[src/rtl/core/rewm_pkg.sv]
// Shared types and constants for the recent event window match block.
// No dependencies; every other file takes names from here by scope.
package rewm_pkg;

   localparam int unsigned ENTRIES = 16;
   localparam int unsigned IDX_W = $clog2(ENTRIES);
   localparam logic [IDX_W-1:0] LAST_IDX = IDX_W'(ENTRIES - 1);

   localparam logic [15:0] POSITION_LIMIT = 16'd64;

   localparam logic OP_RECORD = 1'b0;
   localparam logic OP_QUERY = 1'b1;

   localparam int unsigned CSR_IDX_W = 8;
   typedef logic [CSR_IDX_W-1:0] csr_index_type;
   localparam csr_index_type CSR_TARGET_LIMIT = 8'd0;
   localparam csr_index_type CSR_WINDOW = 8'd1;

   localparam logic [15:0] TARGET_LIMIT_RESET = 16'hFFFF;
   localparam logic [31:0] WINDOW_RESET = 32'd1000;

   typedef enum logic [1:0] {
      CMD_REJECT,
      CMD_RECORD,
      CMD_QUERY
   } cmd_kind_type;

   typedef struct packed {
      cmd_kind_type kind;
      logic [63:0]  context_tag;
      logic [63:0]  block_tag;
      logic [31:0]  item_id;
      logic [15:0]  target_position;
      logic [31:0]  now_ms;
   } cmd_type;

   typedef struct packed {
      logic [63:0] context_tag;
      logic [63:0] block_tag;
      logic [31:0] item_id;
      logic [15:0] target_position;
      logic [31:0] stamp;
   } entry_type;

   typedef struct packed {
      logic        accepted;
      logic        found;
      logic [31:0] age_ms;
   } resp_type;

   typedef struct packed {
      logic scanning;
      logic popping;
   } back_stat_type;

endpackage

[src/rtl/core/rewm_if.sv]
// Request, response and register write channels of the block.
// Depends on rewm_pkg for the register index width.
interface rewm_req_if;
   logic        valid;
   logic        ready;
   logic        operation;
   logic [63:0] context_tag;
   logic [63:0] block_tag;
   logic [31:0] item_id;
   logic [15:0] position_index;
   logic [15:0] target_position;
   logic [31:0] now_ms;

   modport source (output valid, operation, context_tag, block_tag, item_id,
      position_index, target_position, now_ms, input ready);
   modport sink (input valid, operation, context_tag, block_tag, item_id,
      position_index, target_position, now_ms, output ready);
endinterface

interface rewm_rsp_if;
   logic        valid;
   logic        ready;
   logic        accepted;
   logic        found;
   logic [31:0] age_ms;

   modport source (output valid, accepted, found, age_ms, input ready);
   modport sink (input valid, accepted, found, age_ms, output ready);
endinterface

interface rewm_csr_if;
   logic                         valid;
   logic                         ready;
   rewm_pkg::csr_index_type      index;
   logic [31:0]                  data;

   modport source (output valid, index, data, input ready);
   modport sink (input valid, index, data, output ready);
endinterface

[src/rtl/core/rewm_front.sv]
// Front end: takes requests and classifies them as record, query or reject.
// Depends on rewm_pkg and the request channel interface.
module rewm_front (
   rewm_req_if.sink          req_bus,
   input  logic [15:0]       target_limit,
   output logic              push_valid,
   input  logic              push_ready,
   output rewm_pkg::cmd_type push_cmd
);

   logic key_ok;

   always_comb begin
      key_ok = (req_bus.block_tag != 64'd0) && (req_bus.item_id != 32'd0) &&
               (req_bus.target_position <= target_limit);
      push_cmd.context_tag = req_bus.context_tag;
      push_cmd.block_tag = req_bus.block_tag;
      push_cmd.item_id = req_bus.item_id;
      push_cmd.target_position = req_bus.target_position;
      push_cmd.now_ms = req_bus.now_ms;
      if (!key_ok) begin
         push_cmd.kind = rewm_pkg::CMD_REJECT;
      end else if (req_bus.operation == rewm_pkg::OP_QUERY) begin
         push_cmd.kind = rewm_pkg::CMD_QUERY;
      end else if (req_bus.position_index >= rewm_pkg::POSITION_LIMIT) begin
         push_cmd.kind = rewm_pkg::CMD_REJECT;
      end else begin
         push_cmd.kind = rewm_pkg::CMD_RECORD;
      end
   end

   assign push_valid = req_bus.valid;
   assign req_bus.ready = push_ready;

endmodule

[src/rtl/core/rewm_queue.sv]
// Two-slot command queue between front end and back end.
// Depends on rewm_pkg for the command type.
module rewm_queue (
   input  logic              clock,
   input  logic              reset,
   input  logic              push_valid,
   output logic              push_ready,
   input  rewm_pkg::cmd_type push_cmd,
   output logic              pop_valid,
   input  logic              pop_take,
   output rewm_pkg::cmd_type pop_cmd
);

   rewm_pkg::cmd_type slot_ff [2];
   logic              wr_ptr_ff;
   logic              rd_ptr_ff;
   logic [1:0]        count_ff;
   logic              push_fire;
   logic              pop_fire;

   assign push_ready = (count_ff != 2'd2);
   assign pop_valid = (count_ff != 2'd0);
   assign pop_cmd = slot_ff[rd_ptr_ff];
   assign push_fire = push_valid && push_ready;
   assign pop_fire = pop_take && pop_valid;

   always_ff @(posedge clock) begin
      if (push_fire) begin
         slot_ff[wr_ptr_ff] <= push_cmd;
      end
   end

   always_ff @(posedge clock) begin
      if (reset) begin
         wr_ptr_ff <= 1'b0;
         rd_ptr_ff <= 1'b0;
         count_ff <= 2'd0;
      end else begin
         if (push_fire) begin
            wr_ptr_ff <= !wr_ptr_ff;
         end
         if (pop_fire) begin
            rd_ptr_ff <= !rd_ptr_ff;
         end
         case ({push_fire, pop_fire})
            2'b10: count_ff <= count_ff + 2'd1;
            2'b01: count_ff <= count_ff - 2'd1;
            default: count_ff <= count_ff;
         endcase
      end
   end

endmodule

[src/rtl/core/rewm_back.sv]
// Back end: event ring, record writes, one-entry-per-cycle query scan and
// the response register. Depends on rewm_pkg and the response interface.
module rewm_back (
   input  logic                    clock,
   input  logic                    reset,
   input  logic [31:0]             window_ms,
   input  logic                    pop_valid,
   output logic                    pop_take,
   input  rewm_pkg::cmd_type       pop_cmd,
   rewm_rsp_if.source              rsp_bus,
   output rewm_pkg::back_stat_type stat
);

   typedef enum logic {
      ST_IDLE,
      ST_SCAN
   } state_type;

   state_type                   state_ff;
   rewm_pkg::entry_type         mem [rewm_pkg::ENTRIES];
   rewm_pkg::entry_type         rd_ff;
   rewm_pkg::entry_type         wr_entry;
   logic [rewm_pkg::ENTRIES-1:0] live_ff;
   logic                        rdv_ff;
   logic [rewm_pkg::IDX_W-1:0]  wp_ff;
   logic [rewm_pkg::IDX_W-1:0]  wp_in;
   logic [rewm_pkg::IDX_W-1:0]  issue_ff;
   logic                        issuing_ff;
   logic                        chk_ff;
   logic                        chk_last_ff;
   rewm_pkg::cmd_type           key_ff;
   logic                        out_valid_ff;
   rewm_pkg::resp_type          out_ff;
   logic                        out_free;
   logic                        pop;
   logic                        mem_we;
   logic                        ctx_ok;
   logic                        hit;
   logic                        scan_done;
   logic [31:0]                 age;

   always_comb begin
      out_free = !out_valid_ff || rsp_bus.ready;
      pop = (state_ff == ST_IDLE) && pop_valid && out_free;
      mem_we = pop && (pop_cmd.kind == rewm_pkg::CMD_RECORD);
      wp_in = (wp_ff == rewm_pkg::LAST_IDX) ? '0 : wp_ff + 1'b1;
      wr_entry.context_tag = pop_cmd.context_tag;
      wr_entry.block_tag = pop_cmd.block_tag;
      wr_entry.item_id = pop_cmd.item_id;
      wr_entry.target_position = pop_cmd.target_position;
      wr_entry.stamp = pop_cmd.now_ms;
      age = key_ff.now_ms - rd_ff.stamp;
      ctx_ok = (rd_ff.context_tag == 64'd0) || (key_ff.context_tag == 64'd0) ||
               (rd_ff.context_tag == key_ff.context_tag);
      hit = rdv_ff && (rd_ff.item_id == key_ff.item_id) &&
            (rd_ff.block_tag == key_ff.block_tag) &&
            (rd_ff.target_position == key_ff.target_position) &&
            ctx_ok && (age <= window_ms);
      scan_done = (state_ff == ST_SCAN) && chk_ff && (hit || chk_last_ff);
   end

   assign pop_take = pop;
   assign stat.scanning = (state_ff == ST_SCAN);
   assign stat.popping = pop;

   assign rsp_bus.valid = out_valid_ff;
   assign rsp_bus.accepted = out_ff.accepted;
   assign rsp_bus.found = out_ff.found;
   assign rsp_bus.age_ms = out_ff.age_ms;

   always_ff @(posedge clock) begin
      if (mem_we) begin
         mem[wp_ff] <= wr_entry;
      end
      rd_ff <= mem[issue_ff];
   end

   always_ff @(posedge clock) begin
      if (reset) begin
         state_ff <= ST_IDLE;
         wp_ff <= '0;
         live_ff <= '0;
         issuing_ff <= 1'b0;
         chk_ff <= 1'b0;
         out_valid_ff <= 1'b0;
      end else begin
         unique case (state_ff)
            ST_IDLE: begin
               if (pop) begin
                  unique case (pop_cmd.kind)
                     rewm_pkg::CMD_RECORD: begin
                        live_ff[wp_ff] <= 1'b1;
                        wp_ff <= wp_in;
                        out_valid_ff <= 1'b1;
                        out_ff <= '{accepted: 1'b1, found: 1'b0, age_ms: 32'd0};
                     end
                     rewm_pkg::CMD_QUERY: begin
                        key_ff <= pop_cmd;
                        issue_ff <= '0;
                        issuing_ff <= 1'b1;
                        out_valid_ff <= 1'b0;
                        state_ff <= ST_SCAN;
                     end
                     default: begin
                        out_valid_ff <= 1'b1;
                        out_ff <= '{accepted: 1'b0, found: 1'b0, age_ms: 32'd0};
                     end
                  endcase
               end else if (rsp_bus.ready) begin
                  out_valid_ff <= 1'b0;
               end
            end
            ST_SCAN: begin
               if (scan_done) begin
                  out_valid_ff <= 1'b1;
                  out_ff <= '{accepted: 1'b1, found: hit, age_ms: hit ? age : 32'd0};
                  issuing_ff <= 1'b0;
                  chk_ff <= 1'b0;
                  state_ff <= ST_IDLE;
               end else begin
                  chk_ff <= issuing_ff;
                  if (issuing_ff) begin
                     rdv_ff <= live_ff[issue_ff];
                     chk_last_ff <= (issue_ff == rewm_pkg::LAST_IDX);
                     issue_ff <= issue_ff + 1'b1;
                     issuing_ff <= (issue_ff != rewm_pkg::LAST_IDX);
                  end
               end
            end
            default: state_ff <= ST_IDLE;
         endcase
      end
   end

endmodule

[src/rtl/core/recent_event_window_match.sv]
// Recent event window match: a ring of ENTRIES (16) recent events that
// record requests overwrite oldest first and query requests search for the
// first live entry matching item, block, target and context within the age
// window. Record and rejected requests are answered through the response
// register without leaving the idle state; a query holds the back end in
// the scan state until an entry matches or the last entry is checked, set by
// the single read port of the event ring scanned one entry a cycle.
// A two-slot queue lets new requests in while a query scans and while a
// response waits. Register writes are taken every cycle.
module recent_event_window_match (
   input  logic       clock,
   input  logic       reset,
   rewm_req_if.sink   req_bus,
   rewm_rsp_if.source rsp_bus,
   rewm_csr_if.sink   csr_bus
);

   logic [15:0]             target_limit_ff;
   logic [31:0]             window_ff;
   logic                    push_valid;
   logic                    push_ready;
   rewm_pkg::cmd_type       push_cmd;
   logic                    pop_valid;
   logic                    pop_take;
   rewm_pkg::cmd_type       pop_cmd;
   rewm_pkg::back_stat_type stat;

   assign csr_bus.ready = 1'b1;

   always_ff @(posedge clock) begin
      if (reset) begin
         target_limit_ff <= rewm_pkg::TARGET_LIMIT_RESET;
         window_ff <= rewm_pkg::WINDOW_RESET;
      end else if (csr_bus.valid) begin
         unique case (csr_bus.index)
            rewm_pkg::CSR_TARGET_LIMIT: target_limit_ff <= csr_bus.data[15:0];
            rewm_pkg::CSR_WINDOW: window_ff <= csr_bus.data;
            default: ;
         endcase
      end
   end

   rewm_front u_front (
      .req_bus      (req_bus),
      .target_limit (target_limit_ff),
      .push_valid   (push_valid),
      .push_ready   (push_ready),
      .push_cmd     (push_cmd)
   );

   rewm_queue u_queue (
      .clock      (clock),
      .reset      (reset),
      .push_valid (push_valid),
      .push_ready (push_ready),
      .push_cmd   (push_cmd),
      .pop_valid  (pop_valid),
      .pop_take   (pop_take),
      .pop_cmd    (pop_cmd)
   );

   rewm_back u_back (
      .clock     (clock),
      .reset     (reset),
      .window_ms (window_ff),
      .pop_valid (pop_valid),
      .pop_take  (pop_take),
      .pop_cmd   (pop_cmd),
      .rsp_bus   (rsp_bus),
      .stat      (stat)
   );

   a_no_rsp_while_scanning: assert property (@(posedge clock) disable iff (reset)
      stat.scanning |-> !rsp_bus.valid)
      else $error("response shown during a scan");

   a_rsp_has_source: assert property (@(posedge clock) disable iff (reset)
      $rose(rsp_bus.valid) |-> ($past(stat.popping) || $past(stat.scanning)))
      else $error("response without a command behind it");

   a_window_write: assert property (@(posedge clock) disable iff (reset)
      (csr_bus.valid && csr_bus.ready && csr_bus.index == rewm_pkg::CSR_WINDOW)
      |=> (window_ff == $past(csr_bus.data)))
      else $error("window register lost a write");

endmodule
[src/flat_wrapper.sv]
// flat-port wrapper written by rule: the top's interface ports become plain ports
module recent_event_window_match_flat 
  (clock, reset, req_bus_valid, req_bus_operation, req_bus_context_tag, req_bus_block_tag, req_bus_item_id, req_bus_position_index, req_bus_target_position, req_bus_now_ms, req_bus_ready, rsp_bus_valid, rsp_bus_accepted, rsp_bus_found, rsp_bus_age_ms, rsp_bus_ready, csr_bus_valid, csr_bus_index, csr_bus_data, csr_bus_ready);
  rewm_req_if req_bus_i ();
  rewm_rsp_if rsp_bus_i ();
  rewm_csr_if csr_bus_i ();
  input  logic clock;
  input  logic reset;
  input wire logic [$bits(req_bus_i.valid)-1:0] req_bus_valid;
  input wire logic [$bits(req_bus_i.operation)-1:0] req_bus_operation;
  input wire logic [$bits(req_bus_i.context_tag)-1:0] req_bus_context_tag;
  input wire logic [$bits(req_bus_i.block_tag)-1:0] req_bus_block_tag;
  input wire logic [$bits(req_bus_i.item_id)-1:0] req_bus_item_id;
  input wire logic [$bits(req_bus_i.position_index)-1:0] req_bus_position_index;
  input wire logic [$bits(req_bus_i.target_position)-1:0] req_bus_target_position;
  input wire logic [$bits(req_bus_i.now_ms)-1:0] req_bus_now_ms;
  output wire logic [$bits(req_bus_i.ready)-1:0] req_bus_ready;
  output wire logic [$bits(rsp_bus_i.valid)-1:0] rsp_bus_valid;
  output wire logic [$bits(rsp_bus_i.accepted)-1:0] rsp_bus_accepted;
  output wire logic [$bits(rsp_bus_i.found)-1:0] rsp_bus_found;
  output wire logic [$bits(rsp_bus_i.age_ms)-1:0] rsp_bus_age_ms;
  input wire logic [$bits(rsp_bus_i.ready)-1:0] rsp_bus_ready;
  input wire logic [$bits(csr_bus_i.valid)-1:0] csr_bus_valid;
  input wire logic [$bits(csr_bus_i.index)-1:0] csr_bus_index;
  input wire logic [$bits(csr_bus_i.data)-1:0] csr_bus_data;
  output wire logic [$bits(csr_bus_i.ready)-1:0] csr_bus_ready;
  assign req_bus_i.valid = req_bus_valid;
  assign req_bus_i.operation = req_bus_operation;
  assign req_bus_i.context_tag = req_bus_context_tag;
  assign req_bus_i.block_tag = req_bus_block_tag;
  assign req_bus_i.item_id = req_bus_item_id;
  assign req_bus_i.position_index = req_bus_position_index;
  assign req_bus_i.target_position = req_bus_target_position;
  assign req_bus_i.now_ms = req_bus_now_ms;
  assign req_bus_ready = req_bus_i.ready;
  assign rsp_bus_valid = rsp_bus_i.valid;
  assign rsp_bus_accepted = rsp_bus_i.accepted;
  assign rsp_bus_found = rsp_bus_i.found;
  assign rsp_bus_age_ms = rsp_bus_i.age_ms;
  assign rsp_bus_i.ready = rsp_bus_ready;
  assign csr_bus_i.valid = csr_bus_valid;
  assign csr_bus_i.index = csr_bus_index;
  assign csr_bus_i.data = csr_bus_data;
  assign csr_bus_ready = csr_bus_i.ready;
  recent_event_window_match u_core (.clock(clock), .reset(reset), .req_bus(req_bus_i), .rsp_bus(rsp_bus_i), .csr_bus(csr_bus_i));
endmodule
[config.mk]
export PLATFORM = sky130hd
export DESIGN_NAME = recent_event_window_match_flat
export DESIGN_NICKNAME = d
export VERILOG_FILES = /design/src/rtl/core/rewm_pkg.sv /design/src/rtl/core/rewm_if.sv /design/src/rtl/core/rewm_front.sv /design/src/rtl/core/rewm_queue.sv /design/src/rtl/core/rewm_back.sv /design/src/rtl/core/recent_event_window_match.sv /design/src/flat_wrapper.sv
export SDC_FILE = /design/constraint.sdc
export NUM_CORES = 2
export LEC_CHECK = 0
export BUFFER_PORTS_ARGS = -buffer_cell sky130_fd_sc_hd__buf_2
export CORE_MARGIN = 1
export CORE_UTILIZATION = 40
export CTS_CLUSTER_SIZE = 24
export DETAILED_ROUTE_END_ITERATION = 8
export GPL_ROUTABILITY_DRIVEN = 0
export PLACE_DENSITY_LB_ADDON = 0.05
export SLEW_MARGIN = 40
export SYNTH_ARGS = -nofsm -noshare
export SYNTH_HDL_FRONTEND = slang
export SYNTH_SLANG_ARGS = --single-unit
[constraint.sdc]
create_clock -name clock -period 19.35 [get_ports clock]
set_input_delay 1.935 -clock clock [delete_from_list [all_inputs] [get_ports clock]]
set_output_delay 1.935 -clock clock [all_outputs]
set_load 0.02 [all_outputs]
## Yosys cells after proc, flatten, opt, wreduce, memory -nomap -nowiden

Memory sizes are Yosys's and may differ from the RTL's. A register that Yosys moved wholly into a read port is not among the register bits.
Index checks and enable logic that the tools add are counted.

| word-level totals | value |
|---|---|
| register bits | 324 |
| memory bits (writable) | 3748 |
| input bits | 270 |
| output and inout port bits | 37 |
| word-level logic and storage cells | 137 |
| memories | 2 |

Memories:

| memory | depth | bits a word | rd ports | clocked after memory_dff | write ports | line | text |
|---|---|---|---|---|---|---|---|
| u_core.u_back.mem | 16 | 208 | 1 | 1 | 1 | rewm_back.sv:20 | `rewm_pkg::entry_type mem [rewm_pkg::ENTRIES];` |
| u_core.u_queue.slot_ff | 2 | 210 | 1 | 1 | 1 | rewm_queue.sv:14 | `rewm_pkg::cmd_type slot_ff [2];` |

| operators by class | value |
|---|---|
| add/sub/neg operators | 5 |
| magnitude comparators | 6 |
| equal/unequal tests | 20 |
| muxes and demuxes | 40 |
| bitwise logic cells | 4 |
| reductions and logical operators | 38 |

Operators with widths:

| cell | count |
|---|---|
| $pmux 34 s2 | 2 |
| $eq 64x64->1 | 2 |
| $logic_not 64->1 | 2 |
| $mux 34 | 2 |
| $reduce_bool 64->1 | 1 |
| $eq 32x32->1 | 1 |
| $le 32x32->1 | 1 |
| $mux 32 | 1 |
| $reduce_bool 32->1 | 1 |
| $sub 32x32->32 | 1 |
| $mux 1 | 21 |
| $mux 4 | 5 |
| $eq 16x16->1 | 1 |
| $ge 16x7->1 const B | 1 |
| $le 16x16->1 | 1 |
| $or 16x16->16 | 1 |
| $logic_and 1x1->1 | 15 |
| $reduce_and 4->1 | 3 |
| $lt 4x5->1 const B | 2 |
| $add 4x1->4 const B | 2 |
| $eq 4x4->1 const B | 2 |
| $eq 8x1->1 const B | 1 |
| $logic_not 8->1 | 1 |
| $ne 2x1->1 const B | 4 |
| 21 further kinds | 39 |

## Longest topological paths before layout

| logic depth | value |
|---|---|
| depth in word-level cells | 10 |
| depth in mapped cells | 22 |
| mapped depth without buffers | 21 |

## By module

A second synthesis with hierarchy kept.

| unflattened totals | value |
|---|---|
| cell total of the unflattened synthesis | 7135 |
| area, all modules | 161932.8 um^2 |

By module, submodules not included:

| module | instances | cells each | area an instance (um^2) | seq. area each (um^2) |
|---|---|---|---|---|
| rewm_back | 1 | 5947 | 142270.2 | 112027.4 |
| rewm_queue | 1 | 677 | 15364.7 | 12712.2 |
| rewm_front | 1 | 304 | 2224.6 | 0.0 |
| recent_event_window_match | 1 | 207 | 2073.2 | 960.9 |

## Least setup slack after synthesis

OpenSTA, ideal clock, no wires.

| timing path | value |
|---|---|
| path kind | in2reg |
| from | input rsp_bus_ready |
| to | memory u_core.u_back.mem[3][0] (netlist bit), enable pin |
| library setup time | 1.034 ns |
| arrival time | 16.882 ns |
| required time | 18.316 ns |
| path slack | 1.434 ns |
| cell stages on the path | 6 |
| buffers on the path | 1 |
| cell sequence | o22ai_1 -> nor2_1 -> nor2b_1 -> clkbuf_1 -> nand2_1 -> nor3_1 |

| on the way | value |
|---|---|
| cells in the longest elaborated chain, start to end | 5 |

Ends and longest elaborated chain:

| item | line | text |
|---|---|---|
| start: declaration | flat_wrapper.sv:22 | `input wire logic [$bits(rsp_bus_i.ready)-1:0] rsp_bus_ready;` |
| $logic_or 1x1->1 | rewm_back.sv:43 | `out_free = !out_valid_ff \|\| rsp_bus.ready;` |
| $logic_and 1x1->1 | rewm_back.sv:44 | `pop = (state_ff == ST_IDLE) && pop_valid && out_free;` |
| $logic_and 1x1->1 | rewm_back.sv:45 | `mem_we = pop && (pop_cmd.kind == rewm_pkg::CMD_RECORD);` |
| $mux 1 | rewm_back.sv:72 | `if (mem_we) begin` |
| $mux 1 (implied by the code) | rewm_back.sv:73 | `mem[wp_ff] <= wr_entry;` |
| end: declaration | rewm_back.sv:20 |  |

No other way between the ends.

## Final worst setup path

| timing path | value |
|---|---|
| from | register u_core.u_back.key_ff[0] (netlist bit) |
| to | register u_core.u_back.out_ff, in the netlist u_core.u_back.rsp_bus.age_ms[4], enable pin |

| on the way | value |
|---|---|
| cells in the longest elaborated chain, start to end | 7 |

Ends and longest elaborated chain:

| item | line | text |
|---|---|---|
| start: declaration | rewm_back.sv:31 | `rewm_pkg::cmd_type key_ff;` |
| start signal: assignment | rewm_back.sv:98 | `key_ff <= pop_cmd;` |
| $sub 32x32->32 | rewm_back.sv:52 | `age = key_ff.now_ms - rd_ff.stamp;` |
| net u_core.u_back.age[30] | rewm_back.sv:40 | `logic [31:0] age;` |
| $le 32x32->1 | rewm_back.sv:58 | `ctx_ok && (age <= window_ms);` |
| $logic_and 1x1->1 | rewm_back.sv:58 |  |
| $logic_or 1x1->1 | rewm_back.sv:59 | `scan_done = (state_ff == ST_SCAN) && chk_ff && (hit \|\| chk_last_ff);` |
| $logic_and 1x1->1 | rewm_back.sv:59 |  |
| $ne 2x1->1 (no line) | n/a |  |
| $reduce_and 4->1 (no line) | n/a |  |
| end signal: assignment | rewm_back.sv:95 | `out_ff <= '{accepted: 1'b1, found: 1'b0, age_ms: 32'd0};` |
| end signal: assignment | rewm_back.sv:106 | `out_ff <= '{accepted: 1'b0, found: 1'b0, age_ms: 32'd0};` |
| end signal: assignment | rewm_back.sv:116 | `out_ff <= '{accepted: 1'b1, found: hit, age_ms: hit ? age : 32'd0};` |
| end: declaration | rewm_back.sv:33 | `rewm_pkg::resp_type out_ff;` |

The timed path passes the listed nets, and every way through them passes these cells.
A chain may end at the register's enable or synchronous reset.

==> metrics <==
DR WL/cell=31.9 um; sequential area share after synthesis=78.6%; RSZ-0062 raised after global routing=no; Final Hold Viols=0; pre-CTS setup slack=12.50 ns; CP max stage cell=o2111a_2; core outline area=397000 um2; Seq cells post-synth=4281; routed wire length=422000 um; R2R Path Start=u_core.u_back.key_ff[0]$_DFFE_PP_; Crit path largest cell delay=0.69 ns; Die Ht=634 um; Final setup viols=0; average footprint of a synthesized cell=23.1 um2; leading cell type in the layout, fill and taps excluded=edfxtp_1; Post-synth top flop=edfxtp_1; Cell Pwr Density=122 nW/um2; YS warnings=0; WHS Path Cells=2; CTS Buf Count=461; post-cts sizing count=0; Min-Delay Path Class=flop to flop; Area growth, synth to finish=15.1%; fraction of registers with async set/reset=0%; post-route cell area=184000 um2; Post-synth EDFFs=3996; Vias=73000; Post-CTS Setup Inserts=0; first-pass detailed-route iteration total=5; worst skew pair latency=0.98 ns; Final Critical Period=6.89 ns; gr usage total=20.9%; RR Endpoint=u_core.u_back.rsp_bus.age_ms[4]$_SDFFCE_PN0P_; antenna viol nets, final=0; row count=231; top layer reached by signal wires=met5; Synth Net Count=7262; first-pass GRT wire length=593000 um; Sink Count=4281; clk buf depth=4; CP Class=flop to flop; GR Overflow Total=0; crit path DAT=7.52 ns; Max-Cap Viols=0; Via density=5.53; Pins Over Slew Limit=0; CTS HTree Levels=5; Netlist cell types=78; initial core utilization=40.3%; Syn Inst Count=6906; vias in the first global route=76800; layout cells sized above 1=30.7%; Root Buffer=clkbuf_16; Placement Cell Area=169000 um2; Worst Skew=0.0342 ns; crit-path cells=inv_1 > ha_1 > inv_1 > fa_1 > a211oi_2 > nor4_2 > o311ai_2 > a31oi_4 > a31oi_1 > o21ai_1 > xor2_1 > ha_1 > and4_1 > and4_1 > a211oi_2 > buf_4 > o2111a_2 > o211ai_2 > a21oi_4 > buf_4; CTS tree=done; # IOs=307; post-route DRC violation count=0; initial antenna violation count=31; Worst-Margin Slew=0.911 ns; largest net degree at the start of global routing=121; 1st-iter DRT viols=6469; layout net count=7923; Die W=634 um; Worst setup SP type=flop; period utilization=35.6%; Pleak=0.0586 uW; cell area after synthesis=160000 um2; met3 WL=17700 um; clock-pin transition on the worst setup and hold timing paths=0.06 ns; wire length on met1=192000 um; reg2reg setup slack=12.46 ns; Setup crit end kind=flop; input/output buffers=299; HPWL Detailed=231000 um; worst relative slew slack=39.2%; Critical Path RT=19.98 ns; post-route setup slack=12.46 ns; fmax=145 MHz; DIE AREA=402000 um2; hold path endpoint=u_core.window_ff[19]$_SDFFE_PP0P_; WL met2=206000 um; hold buffers post-CTS=0; critical-path maximum fanout=30; run status=finished clean; Hold Startpoint=u_core.window_ff[19]$_SDFFE_PP0P_; Reg2Reg Depth=20; final setup TNS=0 ns; Max VDD drop=81.1 uV; commonest non-fill, non-tap cells in the layout=edfxtp_1, mux4_2, clkbuf_16, buf_2, dfxtp_1
cells in the mapped netlist (35+ instances only):
master | count | area, um2
nor2_1 | 96 | 360
inv_1 | 125 | 469
nor4_1 | 96 | 601
ha_1 | 85 | 1060
a21oi_1 | 67 | 335
xor2_1 | 110 | 963
nand4_1 | 37 | 231
nand2b_1 | 35 | 219
mux2_2 | 208 | 2340
nand2_1 | 103 | 387
xnor2_1 | 58 | 508
buf_1 | 61 | 229
edfxtp_1 | 3996 | 120000
mux4_2 | 1045 | 23500
and3_1 | 35 | 219
dfxtp_1 | 285 | 5710
clkbuf_1 | 199 | 747
worst max-delay path, delay by kind of cell, from the launching register on:
kind | cells | cell delay (ns)
buf+inv | 4 | 0.80
fa+ha+maj | 3 | 0.90
xor+xnor | 1 | 0.28
simple gates | 3 | 0.52
compound gates | 9 | 3.65
flops | 1 | 0.35
state kept, by name, indices dropped and copies added (netlist names), 2 cells and up, named ones only:
signal and count:
u_core.u_queue.count_ff 2, u_core.u_back.key_ff 208, u_core.u_back.issue_ff 4, u_core.u_back.wp_ff 4, u_core.u_back.rd_ff 208, u_core.u_back.rsp_bus.age_ms 32
u_core.target_limit_ff 16, u_core.window_ff 32, u_core.u_back.mem 3328, u_core.u_back.live_ff 16, u_core.u_queue.slot_ff 420
routing by layer:
metal  global-route usage, %  up-vias
met4                    4.08        6
met3                    2.49      513
li1                        -    30500
met5                       0        -
met1                    30.3    40400
met2                    34.4     1639
logic make-up (layout without fill, tap and decap cells):
logic type	count (synthesis)	after routing	synth area share, %
AOI/OAI and AO/OA	215	215	0.949
xor gates and xnor gates	168	168	0.920
adders and majority gates	86	86	0.678
buffers and inverters	413	1479	1.00
DFF	4281	4281	78.6
muxes	1256	1256	16.2
other	1	7	0.00235
and+or+nand+nor	486	486	1.61
cell type report:
type,count,area (um2)
diodes,6,15.0
clock inverters,186,1710
inverters,126,473
multi-input cells,2212,32900
flip-flops and latches,4281,126000
clock buffers,682,13000
well taps,5242,6560
repair buffers,485,3720
fillers,32900,213000
how the worst max path moves through the flow:
stage | startpoint | slack (ns) | to
floorplan | rsp_bus_ready | 1.43 | u_core.u_back.mem[3][0]$_DFFE_PP_
global placement | u_core.u_back.key_ff[1]$_DFFE_PP_ | 12.01 | u_core.u_back.rsp_bus.age_ms[6]$_SDFFCE_PN0P_
detailed placement | u_core.u_back.key_ff[0]$_DFFE_PP_ | 12.50 | u_core.u_back.rsp_bus.age_ms[5]$_SDFFCE_PN0P_
CTS | u_core.u_back.key_ff[0]$_DFFE_PP_ | 12.47 | u_core.u_back.rsp_bus.age_ms[11]$_SDFFCE_PN0P_
global route | u_core.u_back.key_ff[1]$_DFFE_PP_ | 12.07 | u_core.u_back.rsp_bus.age_ms[11]$_SDFFCE_PN0P_
finish | u_core.u_back.key_ff[0]$_DFFE_PP_ | 12.46 | u_core.u_back.rsp_bus.age_ms[4]$_SDFFCE_PN0P_
report_power, final:
part	internal, uW	switching, uW
logic	881	1820
registers	11100	158
clock network	4930	3600
through the flow:
step                      total power, uW  hold WS, ns  instances  utilization (%)
final                               22500        0.456      13200             46.4
after global routing                23300        0.474      13200             46.4
after CTS                           22800        0.460      13200             46.3
after detailed placement            14200        0.451      12300             42.6
after global placement              14100        0.444      12300             42.4
after floorplan                     13100        0.435       6906                -
Power figures use the tool's default switching activity.
